`src/design/wja_pkg.sv`:
```
`timescale 1ns / 1ps

package wja_pkg;

	localparam int TABLE_DEPTH = 1024;
	localparam int ADDR_W      = (TABLE_DEPTH > 1) ? $clog2(TABLE_DEPTH) : 1;
	localparam int FILL_W      = $clog2(TABLE_DEPTH + 1);
	localparam int CNT_W       = 11;
	localparam int SUM_W       = 64 + FILL_W;
	localparam int STEP_W      = $clog2(SUM_W + 1);
	localparam int ENTRY_W     = 64 + 63 + 64;

	localparam logic signed [63:0] I64_HIGHEST = 64'sh7FFF_FFFF_FFFF_FFFF;
	localparam logic signed [63:0] I64_LOWEST  = 64'sh8000_0000_0000_0000;

	typedef enum logic [1:0] {
		OP_CLEAR = 2'd0,
		OP_LOAD  = 2'd1,
		OP_PROBE = 2'd2
	} op_t;

	localparam logic [2:0] AGG_COUNT = 3'd0;
	localparam logic [2:0] AGG_SUM   = 3'd1;
	localparam logic [2:0] AGG_AVG   = 3'd2;
	localparam logic [2:0] AGG_MIN   = 3'd3;
	localparam logic [2:0] AGG_MAX   = 3'd4;

	localparam logic [1:0] REG_BEFORE = 2'd0;
	localparam logic [1:0] REG_AFTER  = 2'd1;
	localparam logic [1:0] REG_MODE   = 2'd2;

	typedef enum logic [1:0] {
		ST_IDLE,
		ST_SCAN,
		ST_DIV,
		ST_FINISH
	} state_t;

	typedef struct packed {
		logic busy;
		logic done;
	} div_stat_t;

endpackage

```
`src/design/wja_div.sv`:
```
`timescale 1ns / 1ps

// Signed sum / unsigned count, truncating toward zero; one quotient bit per cycle.
module wja_div (
	input  logic                             clk,
	input  logic                             arst_n,
	input  logic                             start,
	input  logic signed [wja_pkg::SUM_W-1:0] dividend,
	input  logic        [wja_pkg::FILL_W-1:0] divisor,
	output wja_pkg::div_stat_t               stat,
	output logic        [63:0]               quotient
);

	logic [wja_pkg::SUM_W-1:0]  dvd_q;
	logic [wja_pkg::FILL_W-1:0] rem_q;
	logic [wja_pkg::FILL_W-1:0] dsr_q;
	logic [wja_pkg::STEP_W-1:0] step_q;
	logic                       neg_q;
	logic                       busy_q;
	logic                       done_q;
	logic [wja_pkg::FILL_W:0]   trial;
	logic                       fits;
	logic [wja_pkg::SUM_W-1:0]  mag;

	assign mag   = dividend[wja_pkg::SUM_W-1] ? (~dividend + 1'b1) : dividend;
	assign trial = {rem_q, dvd_q[wja_pkg::SUM_W-1]};
	assign fits  = trial >= {1'b0, dsr_q};

	always_ff @(posedge clk or negedge arst_n) begin
		if (!arst_n) begin
			busy_q <= 1'b0;
			done_q <= 1'b0;
			step_q <= '0;
		end else begin
			done_q <= 1'b0;
			if (start) begin
				busy_q <= 1'b1;
				step_q <= wja_pkg::STEP_W'(wja_pkg::SUM_W);
			end else if (busy_q) begin
				step_q <= step_q - 1'b1;
				if (step_q == wja_pkg::STEP_W'(1)) begin
					busy_q <= 1'b0;
					done_q <= 1'b1;
				end
			end
		end
	end

	always_ff @(posedge clk) begin
		if (start) begin
			dvd_q <= mag;
			rem_q <= '0;
			dsr_q <= divisor;
			neg_q <= dividend[wja_pkg::SUM_W-1];
		end else if (busy_q) begin
			rem_q <= fits ? wja_pkg::FILL_W'(trial - {1'b0, dsr_q})
			              : wja_pkg::FILL_W'(trial);
			dvd_q <= {dvd_q[wja_pkg::SUM_W-2:0], fits};
		end
	end

	assign stat.busy = busy_q;
	assign stat.done = done_q;
	assign quotient  = neg_q ? (~dvd_q[63:0] + 64'd1) : dvd_q[63:0];

	a_done_after_busy: assert property (@(posedge clk) disable iff (!arst_n)
		done_q |-> $past(busy_q))
		else $error("divider done without a run");
	a_no_restart: assert property (@(posedge clk) disable iff (!arst_n)
		busy_q |-> !start)
		else $error("divider restarted while busy");
	a_rem_below_divisor: assert property (@(posedge clk) disable iff (!arst_n)
		busy_q && !start |-> rem_q < dsr_q)
		else $error("partial remainder not below divisor");

endmodule

```
`config.mk`:
```
export PLATFORM = sky130hd
export DESIGN_NAME = wja_div
export DESIGN_NICKNAME = d
export VERILOG_FILES = /design/src/design/wja_pkg.sv /design/src/design/wja_div.sv
export SDC_FILE = /design/constraint.sdc
export NUM_CORES = 1
export LEC_CHECK = 0
export BUFFER_PORTS_ARGS = -buffer_cell sky130_fd_sc_hd__buf_2
export CAP_MARGIN = 20
export CORE_MARGIN = 2
export CORE_UTILIZATION = 35
export DETAILED_ROUTE_END_ITERATION = 8
export GPL_ROUTABILITY_DRIVEN = 0
export GPL_TIMING_DRIVEN = 0
export HOLD_SLACK_MARGIN = 0.03
export PLACE_DENSITY = 0.57
export SKIP_LAST_GASP = 1
export SYNTH_ARGS = -nofsm -noshare
export SYNTH_HDL_FRONTEND = slang
export SYNTH_SLANG_ARGS = --single-unit
```
`constraint.sdc`:
```
create_clock -name clk -period 4.7 [get_ports clk]
set_clock_uncertainty 0.2 [all_clocks]
set_input_delay 0.705 -clock clk [delete_from_list [all_inputs] [get_ports clk]]
set_output_delay 0.705 -clock clk [all_outputs]
set_load 0.005 [all_outputs]
```
==> results.txt, run 1 <==
STA classifies the critical path startpoint as a flip-flop. The die is 156.5 um tall. The average detailed-routed wire length per instance is 18.82 um. The post-layout instance area is 9590 um^2.

The worst setup margin came out at 312.0 ps. The worst hold slack is 310.6 ps. Of the total power, registers draw 0.426. Entering global routing, the biggest net connects 47 pins. The share of power burned in combinational logic came out at 0.326.

Setup repair after global routing left no endpoint under its margin. The final setup violation count is 0. On the critical path, the stage with the largest delay is an instance of sky130_fd_sc_hd__or4_4. Relative to the synthesized area, the layout overhead comes to 17.81%.

The count of unresolved DRC violations after routing came out at 0. The number of nets in the synthesized netlist is 1019. The worst slack after detailed placement came out at 726.6 ps. The placement-stage cell area came out at 9288 um^2. The fraction of layout cells with a size suffix above 1 came out at 0.1910. The clock network fraction of total power is 0.248.

TritonCTS built the clock tree. The die span in x is 156.5 um. The worst register-to-register path begins at dvd_q[74]$_DFFE_PP_.

The die footprint came out at 24490 um^2. The count of input and output buffers is 152. The first-pass GRT wire length is 39810 um. The clock root buffer is sky130_fd_sc_hd__clkbuf_16. The cell with the most instances on the worst path is sky130_fd_sc_hd__buf_2.

The achievable clock frequency came out at 227.9 MHz. The number of warnings printed during yosys synthesis is 0. The final antenna-violating net count is 0. For this block, the via count after detailed routing is 7601. The top fanout value on the critical path came out at 9. The delay of the slowest cell on the worst path is 550 ps. The combined flip-flop and latch cell area came out at 3058 um^2. The library cell used most frequently in the layout, excluding fill and tap cells, is sky130_fd_sc_hd__buf_2. The worst setup path is captured at an output port. The peak supply drop came out at 0.1857 mV. The data required time at the worst endpoint is 3800 ps. The average instance in the mapped netlist occupies 8.906 um^2. The number of clock buffers inserted by TritonCTS came out at 9. The depth of the CTS H-tree came out at 3. The run finished with clean final reports. The count of max-cap constraint violations is 0. The number of global-route vias before repair is 7074. The cell area after synthesis came out at 8140 um^2. In the final layout, the multi-input gates occupy 4756 um^2. The kind of path behind the tightest hold check is reg -> reg.

In the layout the commonest cells are 155 x sky130_fd_sc_hd__buf_2, 116 x sky130_fd_sc_hd__nor2_1, 87 x sky130_fd_sc_hd__edfxtp_1, 78 x sky130_fd_sc_hd__a21oi_1, 72 x sky130_fd_sc_hd__xnor2_1. In this run the power density over the cells is 323.5 nW/um^2. The number of slew-limit violations in the final report is 0. Dividing the final minimum period by the clock period gives 0.9336. Using the TritonRoute via totals, the vias-per-cell ratio works out to 5.544. The worst endpoint data arrival time came out at 3480 ps. The maximum count of clock buffers along a single path came out at 2. The number of stages on the worst hold path came out at 2. The number of sinks on the clock net came out at 107. The post-detailed-placement half-perimeter wirelength is 19690 um. For this configuration, the core starts out at a cell density of 0.3585. For this run, the total global-route usage over all layers was measured as 0.2096.

For this run, the register share of the synthesized area comes to 0.3757. The number of nets in the layout came out at 1184. The fraction of the core area covered by cells at the end of the flow is 0.4223. The initialized floorplan defines 55 standard-cell rows. The I/O pin count came out at 155. The first TritonRoute pass finished after 4 iterations. The cell count after synthesis came out at 914. The final critical path time including I/O delays and setup is 4388 ps.

The total routed wirelength is 25800 um. Traced cell by cell, the critical path runs through or4_4 -> or3_1 -> buf_2 -> nor3_2 -> nand2_1 -> o41ai_1 -> xnor2_1 -> buf_2. The design internal power came out at 0.002042 W.

The relative max-transition margin came out at 0.3743. The leakage power figure came out at 3.477 nW. The critical path is of the reg -> out type. In the synthesized netlist the dominant register cell turns out to be sky130_fd_sc_hd__edfxtp_1. The initial detailed-routing violation count is 686. Of the total power, the share spent switching nets is 0.3416. The number of post-CTS setup repair buffers came out at 0. For the pin with the worst max-slew slack, the measured transition is 938.6 ps. The startpoint identified for the worst hold timing path is rem_q[9]$_SDFFE_PP0P_. The post-synthesis async set-or-reset flop share is 0.08411. The area inside the core boundary came out at 22710 um^2. In this run, distinct cell masters in the synthesized netlist total 63.

The length in cells of the worst reg-to-reg path is 10. The later-pin clock latency in the skew report is 360 ps. The number of antenna violations at the first check in global routing is 2. The number of flops mapped to enable cells by yosys is 87. The filler cell count in the final layout is 2354. In this run the worst setup path begins at dvd_q[9]$_DFFE_PP_. The hold violation total from the final report is 0. The total overflow left after global routing is 0. The switching power summed over all nets is 0.001060 W. Counting flops and latches in the post-synthesis netlist gives 107. The clock edge transition at the registers on the reported setup and hold paths is 80 ps. The worst register-to-register path has a setup slack of 1730 ps.
## cell usage after synthesis (26+ instances only)
cell                       count  area (um^2)
sky130_fd_sc_hd__nor2_1      116        435.4
sky130_fd_sc_hd__edfxtp_1     87         2613
sky130_fd_sc_hd__a21oi_1      78        390.4
sky130_fd_sc_hd__xnor2_1      72        630.6
sky130_fd_sc_hd__xor2_1       69        604.3
sky130_fd_sc_hd__o21ai_0      51        255.2
sky130_fd_sc_hd__nand2_1      48        180.2
sky130_fd_sc_hd__clkbuf_1     42        157.7
sky130_fd_sc_hd__o31ai_1      37        277.8
sky130_fd_sc_hd__o41ai_1      33        289.0
sky130_fd_sc_hd__or3_1        27        168.9
sky130_fd_sc_hd__inv_1        26        97.59
## timing repair
| item | in CTS | in global routing |
|---|---|---|
| hold endpoints to repair | 9 | 0 |
| gates resized for setup | 0 | 0 |
| hold buffers | 1 | 0 |
## final timing paths
path | end
setup / recovery | quotient[48]
hold / removal | rem_q[9]$_SDFFE_PP0P_
setup reg to reg | rem_q[7]$_SDFFE_PP0P_
hold reg to reg | rem_q[9]$_SDFFE_PP0P_
max in group asynchronous | step_q[5]$_DFFE_PN0P_
min in group asynchronous | step_q[6]$_DFFE_PN0P_
## state kept, by name (all words and copies together) (netlist names)
register,count
busy_q,1
done_q,1
dsr_q,11
dvd_q,75
neg_q,1
rem_q,11
step_q,7
## per-layer routing
metal  GRT usage  part of all wire  routed length, um  vias up
met4     0.05330             0.017                439        0
li1            -                 -                  -     3709
met2      0.3407              0.47              12000      239
met5           0                 0                  0        -
met1      0.2887              0.45              11680     3630
met3     0.03739             0.065               1673       23
## power by group through the flow
stage | clock [W] | combinational [W] | sequential, W
final | 0.000769 | 0.00101 | 0.00132
after global routing | 0.000809 | 0.00113 | 0.00134
after CTS | 0.000783 | 0.00102 | 0.00132
after detailed placement | 0 | 0.00101 | 0.00134
after global placement | 0 | 0.00100 | 0.00134
after floorplan | 0 | 0.000684 | 0.00129
## per-stage QoR
stage | power, W | instances | setup TNS (ps)
final | 0.003102 | 1371 | 0
after global routing | 0.003281 | 1370 | 0
after CTS | 0.003120 | 1369 | 0
after detailed placement | 0.002350 | 1352 | 0
after global placement | 0.002340 | 1351 | -28850
after floorplan | 0.001974 | 914 | 0
## critical path: cells and delay by family, from the launching register on
kind                      cells  cell delay [ps]
and+or+nand+nor               4             1710
DFF                           1              460
xor gates and xnor gates      1              170
buffers and inverters         2              310
AOI/OAI and AO/OA             1              460
## layout make-up
cell class	instances	share of cell area
clock inverters	5	0.003653
flip-flops and latches	107	0.3189
clock buffers	11	0.02635
diodes	2	0.0005219
inverters	26	0.01044
repair buffers	154	0.08324
multi-input cells	724	0.4959
plain buffers	57	0.02387
well taps	285	0.03718
## logic make-up (layout without fill, tap and decap cells)
family / count (synthesis) / after routing / share of synthesized area
muxes: 4 / 4 / 0.005226
buffers and inverters: 83 / 253 / 0.04012
other: 0 / 2 / 0
and+or+nand+nor: 325 / 325 / 0.2093
DFF: 107 / 107 / 0.3757
xor gates and xnor gates: 141 / 141 / 0.1517
AOI/OAI and AO/OA: 238 / 238 / 0.1924
adders and majority gates: 16 / 16 / 0.02552
(Power assumes the default switching activity.)
==> run 2: changes to the inputs <==
--- a/config.mk
+++ b/config.mk
@@ -7,6 +7,7 @@
 export LEC_CHECK = 0
 export BUFFER_PORTS_ARGS = -buffer_cell sky130_fd_sc_hd__buf_2
 export CAP_MARGIN = 20
+export CORE_ASPECT_RATIO = 0.6
 export CORE_MARGIN = 2
 export CORE_UTILIZATION = 35
 export DETAILED_ROUTE_END_ITERATION = 8
==> results.txt, run 2 (synthesis results as in run 1) <==
The worst endpoint data arrival time came out at 3560 ps (+80 ps). The overall global routing resource usage is 0.2207 (+0.01108). The largest net degree at the start of global routing is 43 (-8.5%). The slowest stage of the critical path is the sky130_fd_sc_hd__nor3_2 cell. The internal reg-to-reg setup slack came to 1650 ps (-80 ps). The worst hold path belongs to the class in -> reg. The length in cells of the worst reg-to-reg path is 10 (unchanged). The count of standard-cell rows came out at 43 (-22%). The total routed wirelength is 27390 um (+6.2%). The switching share of total power came out at 0.3404 (-0.001247). The die footprint is 24530 um^2 (+0.16%). The startpoint of the tightest hold check path is divisor[9].

Among cell families on the critical path, the largest total delay comes from simple AND/OR/NAND/NOR gates. The first-pass iteration count of the detailed router is 5 (+1). The delay of the slowest cell on the worst path is 550 ps (about the same).

The number of slew-limit violations in the final report came out at 0 (unchanged). The final sum of negative setup slack came to 0 ps (unchanged). The cell sitting at the root of the clock tree is a sky130_fd_sc_hd__clkbuf_16. Setup repair after global routing left no endpoint under its margin. The total vias in the final route was 7708 (+1.4%). The final cycle utilization of the critical path is 0.9498 (+0.01621). The number of clock buffers inserted by TritonCTS was 9 (unchanged).

The slew at the pin with the worst max-slew slack was 941.8 ps (+3.192 ps). The buffer and inverter count on the worst path is 1 (-1). The flow ran to the end, and the final reports show no timing, DRC or antenna violations.

In this design, the critical path's most frequently occurring cell is sky130_fd_sc_hd__or4_1. The sequential share of power is 0.410 (-0.016). The total stage count of the critical path came to 7 (-1).

The number of sinks on the clock net came out at 107 (unchanged). The filler cell count in the final layout came out at 2346 (-0.34%). The path with the worst hold slack has its endpoint at dsr_q[9]$_DFFE_PP_. The power density of the placed cells came out at 334.0 nW/um^2 (+3.2%). The worst setup path is captured at an output port.

TritonCTS built the clock tree. The number of nets in the layout came out at 1184 (unchanged). The share of power burned in combinational logic was 0.323 (-0.003). The signal on the critical path passes through or4_1 -> or4_1 -> nor3_2 -> nand2_1 -> o41ai_1 -> xnor2_1 -> buf_2. The final setup violation count is 0 (unchanged).

The initial core utilization came out at 0.3543 (-0.004119). The relative max-transition margin is 0.3721 (-0.002128). The area overhead of the layout relative to synthesis is 18.71%.

The via count normalized by instance count is 5.506 (-0.69%). The post-detailed-placement half-perimeter wirelength is 20870 um (+6.0%). The data required time at the worst endpoint came to 3800 ps (about the same). The clock edge transition at the registers on the reported setup and hold paths came out at 80 ps (about the same). The switching power summed over all nets came out at 0.001098 W (+3.6%). The achievable clock frequency is 224.0 MHz (-1.7%). The library cell used most frequently in the layout, excluding fill and tap cells, is sky130_fd_sc_hd__buf_2.

The number of stages on the worst hold path came out at 1 (-1). The I/O pin count came to 155 (unchanged). The count of input and output buffers came to 152 (unchanged). The number of global-route vias before repair is 6998 (-1.1%). The maximum count of clock buffers along a single path is 2 (unchanged). The peak supply drop is 0.1689 mV (-9.1%). The number of flip-flops under the largest register name is 75 (unchanged). The die span in x is 200.9 um (+28%).

The initial detailed-routing violation count came out at 729 (+6.3%). The later-pin clock latency in the skew report is 370 ps (about the same). The kind of critical path is reg -> out. The number of cells in the finished layout apart from fillers came to 1400 (+2.1%).

The register containing the most flip-flops in the final layout is dvd_q. STA classifies the critical path startpoint as a flip-flop. The leakage power figure is 3.497 nW (+0.60%). The top cell types in the final layout, fill and taps aside, are 155 x sky130_fd_sc_hd__buf_2, 116 x sky130_fd_sc_hd__nor2_1, 87 x sky130_fd_sc_hd__edfxtp_1, 78 x sky130_fd_sc_hd__a21oi_1, 72 x sky130_fd_sc_hd__xnor2_1.

The total instance count after detailed placement came out at 1382 (+2.2%). The final antenna-violating net count is 0 (unchanged). The top fanout value on the critical path is 9 (unchanged). The count of max-cap constraint violations came out at 0 (unchanged). The largest registers in the layout are dvd_q (75), dsr_q (11), rem_q (11). The first-pass GRT wire length is 41400 um (+4.0%).

The depth of the CTS H-tree was 3 (unchanged). The clock network fraction of total power is 0.266 (+0.018). The hold violation total from the final report came out at 0 (unchanged). The area inside the core boundary is 22970 um^2 (+1.2%). The design internal power came out at 0.002129 W (+4.2%). The die height was 122.1 um (-22%). In this run the critical register-to-register path is launched from dvd_q[74]$_DFFE_PP_. The final critical path time including I/O delays and setup is 4464 ps (+76.18 ps). The endpoint identified for the worst register-to-register timing path is rem_q[9]$_SDFFE_PP0P_.

The average detailed-routed wire length per instance came out at 19.56 um (+4.0%). The number of antenna violations at the first check in global routing came out at 2 (unchanged). The leftover overflow at the end of global routing came out at 0 (unchanged). The fraction of layout cells with a size suffix above 1 is 0.1910 (unchanged). The count of unresolved DRC violations after routing is 0 (unchanged). The number of post-CTS setup repair buffers is 0 (unchanged).
## run 2: routing by layer
metal,global-route usage,part of all wire,vias up
met1,0.3484,0.51,3651
met4,0.04398,0.0088,2
li1,-,-,3712
met3,0.06581,0.10,26
met2,0.2863,0.37,317
met5,0,0.00047,-
## run 2: power by group through the flow
stage / Sequential (W) / Combinational (W) / Clock, W
global placement: 0.00134 / 0.00103 / 0
detailed placement: 0.00134 / 0.00103 / 0
global route: 0.00134 / 0.00115 / 0.000905
CTS: 0.00132 / 0.00104 / 0.000867
floorplan: 0.00129 / 0.000684 / 0
finish: 0.00132 / 0.00104 / 0.000859
## run 2: worst max path at each step
stage	from	to	slack (ps)
4_1_cts	dvd_q[20]$_DFFE_PP_	quotient[40]	270
6_report	dvd_q[20]$_DFFE_PP_	quotient[40]	240
5_1_grt	dvd_q[20]$_DFFE_PP_	quotient[48]	20
2_1_floorplan	dvd_q[10]$_DFFE_PP_	quotient[21]	1240
3_5_place_dp	dividend[5]	dvd_q[27]$_DFFE_PP_	500
3_3_place_gp	start	dvd_q[36]$_DFFE_PP_	-530
## run 2: cell type report
type	count	area, um^2	area share
clock buffers	13	281.5	0.02913
repair buffers	154	798.3	0.08261
well taps	315	394.1	0.04079
multi-input cells	724	4756	0.4922
flip-flops and latches	107	3058	0.3165
diodes	1	2.502	0.0002590
inverters	26	100.1	0.01036
plain buffers	57	229.0	0.02370
clock inverters	3	43.79	0.004532
## run 2: stage by stage
step | instance area [um^2] | hold slack, ps | power (W) | setup slack [ps] | util
6_report | 9663 | 312.4 | 0.003227 | 235.8 | 0.4206
5_1_grt | 9661 | 304.4 | 0.003402 | 21.78 | 0.4205
4_1_cts | 9661 | 307.0 | 0.003223 | 271.0 | 0.4205
3_5_place_dp | 9325 | 309.3 | 0.002369 | 498.7 | 0.4059
3_3_place_gp | 9295 | 299.5 | 0.002365 | -528.2 | 0.4046
2_1_floorplan | 8140 | 209.4 | 0.001974 | 1237 | -
## run 2: timing repair
item / CTS / global route
gates resized for setup: 0 / 0
hold buffers: 1 / 0
hold endpoints to repair: 9 / 0
==> run 3: changes to the inputs <==
--- a/config.mk
+++ b/config.mk
@@ -5,6 +5,7 @@
 export SDC_FILE = /design/constraint.sdc
 export NUM_CORES = 1
 export LEC_CHECK = 0
+export ABC_AREA = 1
 export BUFFER_PORTS_ARGS = -buffer_cell sky130_fd_sc_hd__buf_2
 export CAP_MARGIN = 20
 export CORE_ASPECT_RATIO = 0.6
@@ -14,7 +15,7 @@
 export GPL_ROUTABILITY_DRIVEN = 0
 export GPL_TIMING_DRIVEN = 0
 export HOLD_SLACK_MARGIN = 0.03
-export PLACE_DENSITY = 0.57
+export PLACE_DENSITY = 0.56
 export SKIP_LAST_GASP = 1
 export SYNTH_ARGS = -nofsm -noshare
 export SYNTH_HDL_FRONTEND = slang
==> results.txt, run 3 <==
Setup repair after global routing left no endpoint under its margin. Counting flops per register, the top entry is dvd_q. The average detailed-routed wire length per instance came out at 19.05 um (-2.6%). The total vias in the final route came out at 11037 (+43%). The total instance count after detailed placement is 2043 (+48%). The count of standard-cell rows is 47 (+9.3%).

TritonCTS built the clock tree. The initial core utilization came out at 0.3563 (+0.002011). The number of flip-flops under the largest register name came out at 75 (unchanged).

The number of global-route vias before repair is 9672 (+38%). The share of synthesized area occupied by flip-flops and latches is 0.3111 (-0.06451). The initial detailed-routing violation count is 1336 (+83%). The largest total area in the synthesized netlist belongs to sky130_fd_sc_hd__edfxtp_1. The final antenna-violating net count was 0 (unchanged). The cell area after synthesis is 9828 um^2 (+21%). The kind of capture point of the worst setup path is an output port. The number of antenna violations at the first check in global routing is 0 (-2). The first-pass iteration count of the detailed router was 6 (+1). The run finished with clean final reports. The final setup violation count came out at 0 (unchanged). The most common library cell in the layout ignoring fill and taps is sky130_fd_sc_hd__nand2_1. The number of cells in the finished layout apart from fillers is 2060 (+47%).

The average footprint of a synthesized cell is 6.462 um^2 (-27%). The depth of the CTS H-tree came out at 3 (unchanged). The final sum of negative setup slack is 0 ps (unchanged). After synthesis, the most frequently instantiated cells are 484 x sky130_fd_sc_hd__nand2_1, 261 x sky130_fd_sc_hd__nor2_1, 137 x sky130_fd_sc_hd__inv_1. The maximum count of clock buffers along a single path is 2 (unchanged).

The count of input and output buffers came out at 154 (+1.3%). The data required time at the worst endpoint came out at 3800 ps (about the same). The leftover overflow at the end of global routing is 0 (unchanged). The top cell types in the final layout, fill and taps aside, are 484 x sky130_fd_sc_hd__nand2_1, 261 x sky130_fd_sc_hd__nor2_1, 164 x sky130_fd_sc_hd__buf_2, 136 x sky130_fd_sc_hd__inv_1, 135 x sky130_fd_sc_hd__nand3_1.

STA classifies the critical path startpoint as a flip-flop. The net count after synthesis is 1626 (+60%). The largest registers in the layout are dvd_q (75), dsr_q (11), rem_q (11). The clock edge transition at the registers on the reported setup and hold paths is 70 ps (about the same). The die height is 133.8 um (+9.6%).

The overall global routing resource usage is 0.2642 (+0.04353). The hold violation total from the final report is 0 (unchanged). The peak supply drop is 0.1522 mV (-9.8%). The final cycle utilization of the critical path was 0.7623 (-0.1876). The synthesized instance count came out at 1521 (+66%). The worst setup path is of the reg -> out kind. The placement-stage cell area is 11090 um^2 (+19%). The post-synthesis async set-or-reset flop share is 0.08411 (unchanged). The top fanout value on the critical path came out at 5 (-4).

The worst setup margin is 1117 ps (+881.5 ps). The number of clock buffers inserted by TritonCTS was 9 (unchanged). The largest net degree at the start of global routing came out at 58 (+35%).

The area share of the leading cell type in the synthesized netlist is 0.2658 (-0.05512). The antenna diode instance count came to 0 (-1). The achievable clock frequency is 279.1 MHz (+25%). The relative max-transition margin came out at 0.4549 (+0.08275). The area inside the core boundary is 27580 um^2 (+20%). The later-pin clock latency in the skew report is 370 ps (about the same). The number of sinks on the clock net is 107 (unchanged). The number of nets in the layout came out at 1793 (+51%). sky130_fd_sc_hd__nand2_1 is the most common cell in the netlist. The total routed wirelength is 39250 um (+43%). The number of warnings printed during yosys synthesis is 0 (unchanged). The die span in x is 220.3 um (+9.7%). The number of slew-limit violations in the final report is 0 (unchanged). The worst slack after detailed placement came out at 1624 ps (+1125 ps). The distinct cell type count of the synthesized netlist is 48 (-24%). The kind of path behind the tightest hold check is reg -> reg.

The via count normalized by instance count is 5.358 (-2.7%). The final critical path time including I/O delays and setup is 3583 ps (-881.5 ps). Ranked by total cell area, the synthesized netlist is headed by sky130_fd_sc_hd__edfxtp_1 27%, sky130_fd_sc_hd__nand2_1 18%, sky130_fd_sc_hd__nor2_1 10%. Compared with the post-synthesis result, the final layout area differs by 15.90%.

The post-detailed-placement half-perimeter wirelength is 32540 um (+56%). The count of unresolved DRC violations after routing came out at 0 (unchanged). The number of flops mapped to enable cells by yosys came to 87 (unchanged). The slew at the pin with the worst max-slew slack is 817.7 ps (-124.1 ps). The first-pass GRT wire length is 57810 um (+40%).

The die footprint came to 29480 um^2 (+20%). The power density of the placed cells is 288.2 nW/um^2 (-14%). The most used flip-flop cell after synthesis is sky130_fd_sc_hd__edfxtp_1. The I/O pin count is 155 (unchanged). CTS placed an instance of sky130_fd_sc_hd__clkbuf_16 at the clock tree root. The flop and latch count out of synthesis was 107 (unchanged). The fraction of layout cells with a size suffix above 1 is 0.1530 (-0.03798). The worst endpoint data arrival time was 2680 ps (-880 ps). The leakage power figure is 5.121 nW (+46%). The post-layout instance area came out at 11390 um^2 (+18%). The filler cell count in the final layout is 2995 (+28%).

The count of max-cap constraint violations came out at 0 (unchanged).
## run 3: cell types whose count changed in the layout (fill, tap and decap cells not counted), moves of 17 or more
| cell | before | now |
|---|---|---|
| sky130_fd_sc_hd__nor2_1 | 116 | 261 |
| sky130_fd_sc_hd__xnor2_1 | 72 | 19 |
| sky130_fd_sc_hd__inv_1 | 25 | 136 |
| sky130_fd_sc_hd__o41ai_1 | 33 | 0 |
| sky130_fd_sc_hd__nand4_1 | 9 | 28 |
| sky130_fd_sc_hd__nand2_1 | 48 | 484 |
| sky130_fd_sc_hd__o21ai_0 | 51 | 75 |
| sky130_fd_sc_hd__nand3_1 | 23 | 135 |
| sky130_fd_sc_hd__o31ai_1 | 37 | 0 |
| sky130_fd_sc_hd__or3_1 | 27 | 0 |
| sky130_fd_sc_hd__a21oi_1 | 78 | 25 |
| sky130_fd_sc_hd__or4_1 | 21 | 0 |
| sky130_fd_sc_hd__clkbuf_1 | 43 | 15 |
| sky130_fd_sc_hd__o21ai_1 | 1 | 18 |
## run 3: report_power, final
part	internal [W]	leakage, nW	switching, W	total (W)
logic	0.000442	3.84	0.000766	0.00121
registers	0.00117	1.13	0.000130	0.00130
clock network	0.000413	0.149	0.000364	0.000776
total	0.00202	5.12	0.00126	0.00328
## run 3: per-layer routing
layer | track usage | vias up | routed length, um
met3 | 0.08957 | 27 | 5533
met1 | 0.4242 | 5128 | 19120
li1 | - | 5250 | -
met4 | 0.03691 | 0 | 394
met5 | 0 | - | 0
met2 | 0.3349 | 632 | 14200
## run 3: kinds of logic after synthesis
logic type,synth area share
buffers and inverters,0.07498
AO/OA/AOI/OAI,0.07651
adder cells (fa/ha/maj),0.02113
XOR/XNOR,0.07664
flip-flops,0.3111
AND/OR/NAND/NOR,0.4396
## run 3: critical path, stage by stage (launching register included)
cell and delay, ps:
sky130_fd_sc_hd__edfxtp_1 470, sky130_fd_sc_hd__inv_2 180, sky130_fd_sc_hd__nand3_1 160, sky130_fd_sc_hd__nor2_4 170, sky130_fd_sc_hd__nand3_2 160, sky130_fd_sc_hd__nor3_1 510
sky130_fd_sc_hd__nand4_1 310, sky130_fd_sc_hd__nand3b_1 170, sky130_fd_sc_hd__nand2_1 60, sky130_fd_sc_hd__buf_2 120
## run 3: metrics by stage
stage	util	power (W)	hold WS, ps
floorplan	-	0.002041	209.4
global placement	0.4009	0.002484	264.4
detailed placement	0.4020	0.002498	270.8
CTS	0.4130	0.003271	282.7
global route	0.4130	0.003480	290.3
finish	0.4130	0.003283	284.9
## run 3: cell type report
cell class / instances / area, um^2 / area share
Timing Repair Buffer: 156 / 808.3 / 0.07096
Buffer: 40 / 203.9 / 0.01790
Clock inverter: 7 / 67.56 / 0.005931
Clock buffer: 9 / 225.2 / 0.01977
Sequential cell: 107 / 3058 / 0.2685
Multi-Input combinational cell: 1232 / 6033 / 0.5297
Inverter: 142 / 535.5 / 0.04701
Tap cell: 367 / 459.2 / 0.04031
## run 3: final timing paths
check                      cells past startpoint  slack [ps]                     to             startpoint
max reg2reg                                    9        2230  rem_q[6]$_SDFFE_PP0P_     dsr_q[0]$_DFFE_PP_
min                                            2         280  rem_q[9]$_SDFFE_PP0P_  rem_q[9]$_SDFFE_PP0P_
max                                            9        1120           quotient[59]     dvd_q[2]$_DFFE_PP_
min reg2reg                                    2         280  rem_q[9]$_SDFFE_PP0P_  rem_q[9]$_SDFFE_PP0P_
max in group asynchronous                      2        3600  step_q[1]$_DFFE_PN0P_                 arst_n
min in group asynchronous                      2         510  step_q[4]$_DFFE_PN0P_                 arst_n
## run 3: what timing repair did
action                    4_1_cts  5_1_grt
setup buffers                   0        0
hold buffers                    1        0
hold endpoints to repair        9        0
resized for setup               0        0
